`config.mk`:
```
export PLATFORM = sky130hd
export DESIGN_NAME = selt_fifo
export DESIGN_NICKNAME = d
export VERILOG_FILES = /design/src/hw/rtl/selt_fifo.sv
export SDC_FILE = /design/constraint.sdc
export NUM_CORES = 1
export LEC_CHECK = 0
export BUFFER_PORTS_ARGS = -buffer_cell sky130_fd_sc_hd__buf_4
export CORE_MARGIN = 3
export CORE_UTILIZATION = 50
export CTS_CLUSTER_SIZE = 40
export DETAILED_ROUTE_END_ITERATION = 16
export GPL_TIMING_DRIVEN = 0
export MAX_ROUTING_LAYER = met4
export PLACE_DENSITY = 0.87
export SLEW_MARGIN = 40
export SYNTH_ARGS = -nofsm -noshare
export SYNTH_HDL_FRONTEND = slang
export SYNTH_SLANG_ARGS = --single-unit
```
`constraint.sdc`:
```
create_clock -name clk -period 2.1 [get_ports clk]
set_input_delay 0.315 -clock clk [delete_from_list [all_inputs] [get_ports clk]]
set_output_delay 0.315 -clock clk [all_outputs]
set_load 0.03 [all_outputs]
```
`src/hw/rtl/selt_fifo.sv`:
```
// two-entry queue
module selt_fifo #(
    parameter int W = 16
) (
    input  logic         clk,
    input  logic         rst_n,
    input  logic         wr_en,
    input  logic [W-1:0] wr_data,
    output logic         full,
    input  logic         rd_en,
    output logic [W-1:0] rd_data,
    output logic         empty
);

    logic [W-1:0] data_reg [2];
    logic         wr_ptr_reg;
    logic         wr_ptr_next;
    logic         rd_ptr_reg;
    logic         rd_ptr_next;
    logic [1:0]   cnt_reg;
    logic [1:0]   cnt_next;
    logic         do_wr;
    logic         do_rd;

    assign full = (cnt_reg == 2'd2);
    assign empty = (cnt_reg == 2'd0);
    assign do_wr = wr_en && !full;
    assign do_rd = rd_en && !empty;
    assign rd_data = data_reg[rd_ptr_reg];

    always_comb
    begin
        wr_ptr_next = do_wr ? !wr_ptr_reg : wr_ptr_reg;
        rd_ptr_next = do_rd ? !rd_ptr_reg : rd_ptr_reg;
        cnt_next = cnt_reg;
        if (do_wr && !do_rd)
        begin
            cnt_next = cnt_reg + 2'd1;
        end
        else if (do_rd && !do_wr)
        begin
            cnt_next = cnt_reg - 2'd1;
        end
    end

    always_ff @(posedge clk or negedge rst_n)
    begin
        if (!rst_n)
        begin
            wr_ptr_reg <= 1'b0;
            rd_ptr_reg <= 1'b0;
            cnt_reg <= 2'd0;
        end
        else
        begin
            wr_ptr_reg <= wr_ptr_next;
            rd_ptr_reg <= rd_ptr_next;
            cnt_reg <= cnt_next;
        end
    end

    always_ff @(posedge clk)
    begin
        if (do_wr)
        begin
            data_reg[wr_ptr_reg] <= wr_data;
        end
    end

endmodule

```
Word level (Yosys, flattened, before mapping)
Memory sizes are Yosys's and may differ from the RTL's.
Cells that the tools add are included.
{ "op_classes": {"n_addsub": 2, "n_mux": 4, "n_eq_ne": 1, "n_reduce_logical": 12} }
{ "ops": {"columns": ["op", "count"], "rows": [
  ["zero test 1 bit", 6],
  ["logical AND 1 bit", 4],
  ["two-way mux 2 bit", 2],
  ["adder 2 x 1 -> 2 bit (second input constant)", 1],
  ["== test 2 bit (second input constant)", 1],
  ["zero test 2 bit", 1],
  ["two-way mux 1 bit", 2],
  ["nonzero test 2 bit", 1],
  ["subtractor 2 x 1 -> 2 bit (second input constant)", 1]
]} }
{ "totals": {"n_memories": 1, "reg_bits": 4, "ramBits": 32, "output_inout_bits": 18, "inputBits": 20} }
{ "mem_list": {"columns": ["name", "words", "word_bits", "rd", "rd_clocked_by_memory_dff", "wr", "line_no", "source"], "rows": [
  ["data_reg", 2, 16, 1, 0, 1, "15", "logic [W-1:0] data_reg [2];"]
]} }

Logic depth before layout (Yosys ltp)
{ "depth": {"word_depth": 7, "ltp_mapped": 7, "depth_no_buf": 7} }

Worst setup path after synthesis
No wires, ideal clock.
{ "synth_timing": {"path_type": "register to register", "from": "register cnt_reg[0]", "to": "memory data_reg[0][0], enable pin", "synth_period_minus_slack_ns": 1.731, "path_buffers": 0, "arrival_time_ns": 1.343, "stages_incl_launch_ff": 4, "setup_slack_ns": 0.369, "setup_time_ns": 0.388, "path_cell_list": "dfrtp_1 nand2b_1 nand2_1 nor2_1"} }
{ "synth_between": {"elab_chain_cells": 5} }
{ "synth_rtl": {"columns": ["element", "line_no", "source"], "rows": [
  ["start, declared", "20", "logic [1:0] cnt_reg;"],
  ["start signal, assigned", "58", "cnt_reg <= cnt_next;"],
  ["== test 2 bit", "25", "assign full = (cnt_reg == 2'd2);"],
  ["zero test 1 bit", "27", "assign do_wr = wr_en && !full;"],
  ["logical AND 1 bit", "27", null],
  ["two-way mux 1 bit", "64", "if (do_wr)"],
  ["two-way mux 1 bit (not written as such)", "66", "data_reg[wr_ptr_reg] <= wr_data;"],
  ["end, declared", "15", null]
]} }
No other way between the ends.

Final worst setup path
{ "layout_timing": {"from": "register rd_ptr_reg", "to": "output rd_data[1]"} }
{ "layout_between": {"elab_chain_cells": 1} }
{ "layout_rtl": {"columns": ["element", "line_no", "source"], "rows": [
  ["start, declared", "18", "logic rd_ptr_reg;"],
  ["start signal, assigned", "57", "rd_ptr_reg <= rd_ptr_next;"],
  ["memory read (2 x 16 bit)", null, null],
  ["end, declared", "11", "output logic [W-1:0] rd_data,"]
]} }
No other way between the ends.

==> results by group <==
Pwr
  • Leak pwr: between 0.7 and 0.8 nW
  • Pwr dens: roughly 1500 nW/um^2
  • Maximum vdd ir drop: ~1.1 mV

Global route
  • Total grt overflow: 0
  • Number of global-route vias before repair: between 700 and 800
  • Largest net degree at the start of global routing: 17
  • First-pass GRT wire length: around 3600 um
  • Total Routing Usage GR: between 10% and 20%
  • Antenna violations before repair: 0

Timing
  • RSZ-0062 raised after global routing: false
  • Crit share post-route: 85.3%
  • Final setup vio count: 0
  • Min Tclk post-route: between 1.5 and 2 ns
  • Rel. slew slack: about 49%
  • Tightest Pin Transition: about 0.77 ns
  • Setup Skew: about 0.01 ns
  • Fin Setup TNS: 0 ns
  • Max-slew violation count: 0
  • Highest clock rate: around 560 MHz
  • Final Hold Fails: 0

Run status
  • Status: completed

Worst setup path
  • Critical Path Fanout Max: 10
  • Worst setup SP type: flop
  • Worst Path Required: 1.78 ns
  • Crit. End Element: output port
  • Crit path kind: flop to output port
  • Worst Path Arrival: approximately 1.5 ns
  • Worst R2R Path Depth: 3

Layout
  • Post-layout util: between 60 and 70%
  • Largest register FFs: 32
  • Layout net count: 135
  • Layout area overhead: 27.7%
  • Filler cells: ~190
  • Layout cell share with drive strength beyond 1: a little under three fifths
  • Antenna cells: 0

Synth
  • Dominant cell type by area after synthesis: edfxtp_1
  • Most numerous cell in the Yosys netlist: edfxtp_1
  • Number of synthesized flops with an enable pin: 32
  • Ys flop type: edfxtp_1
  • Synthesized area per cell: around 20 sq um
  • Area contributors post-synth: edfxtp_1, mux2_4, dfrtp_1, mux2_2, xnor2_1
  • Syn Inst Count: 69
  • Number of synthesized register bits: 36
  • Top cells by count, synth: edfxtp_1, mux2_4, mux2_2
  • Synthesized area: approximately 1400 sq um
  • Yosys cell types: 15
  • Synth top area share: around two thirds
  • Synth Warn #: 0
  • Ys async rst share: between 10% and 20%
  • Syn nets: 90
  • Register area share after synthesis: 75.6%

Routing
  • Starting DRT DRC Count: 7
  • Routed Antenna Nets: 0
  • Vias: 722
  • Wire length per cell: about 15 um
  • Routed wire length: about 2200 um
  • Pre-Repair DR Iteration Count: 4
  • DRC Markers: 0
  • Vias per cell: approximately 5.0

CTS
  • Number of setup buffers added after CTS: 0
  • Worst-path clk slew: around 0.1 ns
  • CTS buffer count: 5
  • Max clock buf depth: 2
  • Clock sink total: 36
  • Htree depth: 2
  • Worst-skew pair later-pin latency: around 0.33 ns
  • Root buffer cell: clkbuf_4
  • Post-CTS resize count: 0
  • CTS tree: yes

Floorplanning
  • Die Width: around 59 um
  • Die Y: between 50 and 60 um
  • IO Pins: 38
  • FP Rows: 18
  • CORE AREA: 2570 sq um
  • Die area: 3480 sq um
  • Starting Density: a little over half

Job
  • Max Cap Viol: 0

Worst hold path
  • Hold Crit Class: input port to flop
  • Hold Path Depth: 1

Place
  • Post-DP HPWL: around 1600 um
  • PortBufs: 37
  • Gpl congestion: roughly 0.70
## worst paths after layout
kind                                             start                        end  slack (ns)
worst min register to register  wr_ptr_reg$_DFFE_PN0P_     wr_ptr_reg$_DFFE_PN0P_        0.55
worst max-delay path            rd_ptr_reg$_DFFE_PN0P_                 rd_data[1]        0.31
max in group asynchronous                        rst_n     cnt_reg[1]$_DFFE_PN0P_        1.69
min in group asynchronous                        rst_n     wr_ptr_reg$_DFFE_PN0P_        0.31
worst min-delay path                       wr_data[15]  data_reg[0][15]$_DFFE_PP_        0.16
worst max register to register  cnt_reg[0]$_DFFE_PN0P_   data_reg[0][9]$_DFFE_PP_        0.36
## cell families after synthesis
kind of cell | Yosys count | synth area share [%]
adders and majority gates | 1 | 0.892
DFF | 36 | 75.6
buffers and inverters | 4 | 2.77
muxes | 16 | 15.3
and+or+nand+nor | 6 | 1.96
xor gates and xnor gates | 5 | 3.12
AOI/OAI and AO/OA | 1 | 0.356
## per-layer routing
layer | vias up | global-route usage (%) | share of wire, %
met1 | 347 | 15.1 | 34
met2 | 19 | 26.3 | 57
met4 | 0 | 8.74 | 2.3
met3 | 6 | 6.80 | 6.0
met5 | - | - | 0
li1 | 350 | - | -
## where the power goes
group / switching (mW) / leakage, nW / internal, mW / total [mW]
Combinational: 0.655 / 0.356 / 0.536 / 1.19
Sequential: 0.0729 / 0.344 / 0.991 / 1.06
Clock: 0.211 / 0.0380 / 0.159 / 0.371
## timing repair
| action | in CTS | in global routing |
|---|---|---|
| setup endpoints to repair | 0 | 0 |
| hold buffers | 1 | 0 |
| hold endpoints to repair | 4 | 0 |
## final cells by class
| cell class | count | area, sq um | share of cell area (%) |
|---|---|---|---|
| clock buffers | 6 | 51.3 | 2.86 |
| repair buffers | 38 | 288 | 16.1 |
| well taps | 30 | 37.5 | 2.09 |
| plain buffers | 2 | 31.3 | 1.75 |
| inverters | 2 | 7.51 | 0.419 |
| flip-flops and latches | 36 | 1060 | 59.2 |
| clock inverters | 2 | 10.0 | 0.559 |
| multi-input cells | 29 | 305 | 17.0 |
## cells in the final DEF (no fill, tap or decap), types with 2 or more instances in the layout
master	n
xor2_1	2
clkinv_2	2
nor2_1	2
mux2_2	7
buf_4	37
mux2_4	9
xnor2_1	3
edfxtp_1	32
clkbuf_4	5
inv_1	2
dfrtp_1	4
## per-stage QoR
stage	hold WS [ns]	power [mW]	area, sq um	worst slack [ns]	cells
after detailed placement	0.115	2.29	1720	0.354	136
after CTS	0.147	2.65	1790	0.297	145
final	0.160	2.63	1790	0.308	145
after floorplan	0.0194	1.92	1400	0.369	69
after global placement	0.112	2.24	1720	0.0357	136
after global routing	0.121	2.78	1790	0.219	145
## worst max-delay path: stages, from the launching register on
cell and delay (ns):
dfrtp_1 0.38, buf_6 0.14, buf_12 0.15, mux2_4 0.30
buf_4 0.17
(Power assumes the default switching activity.)
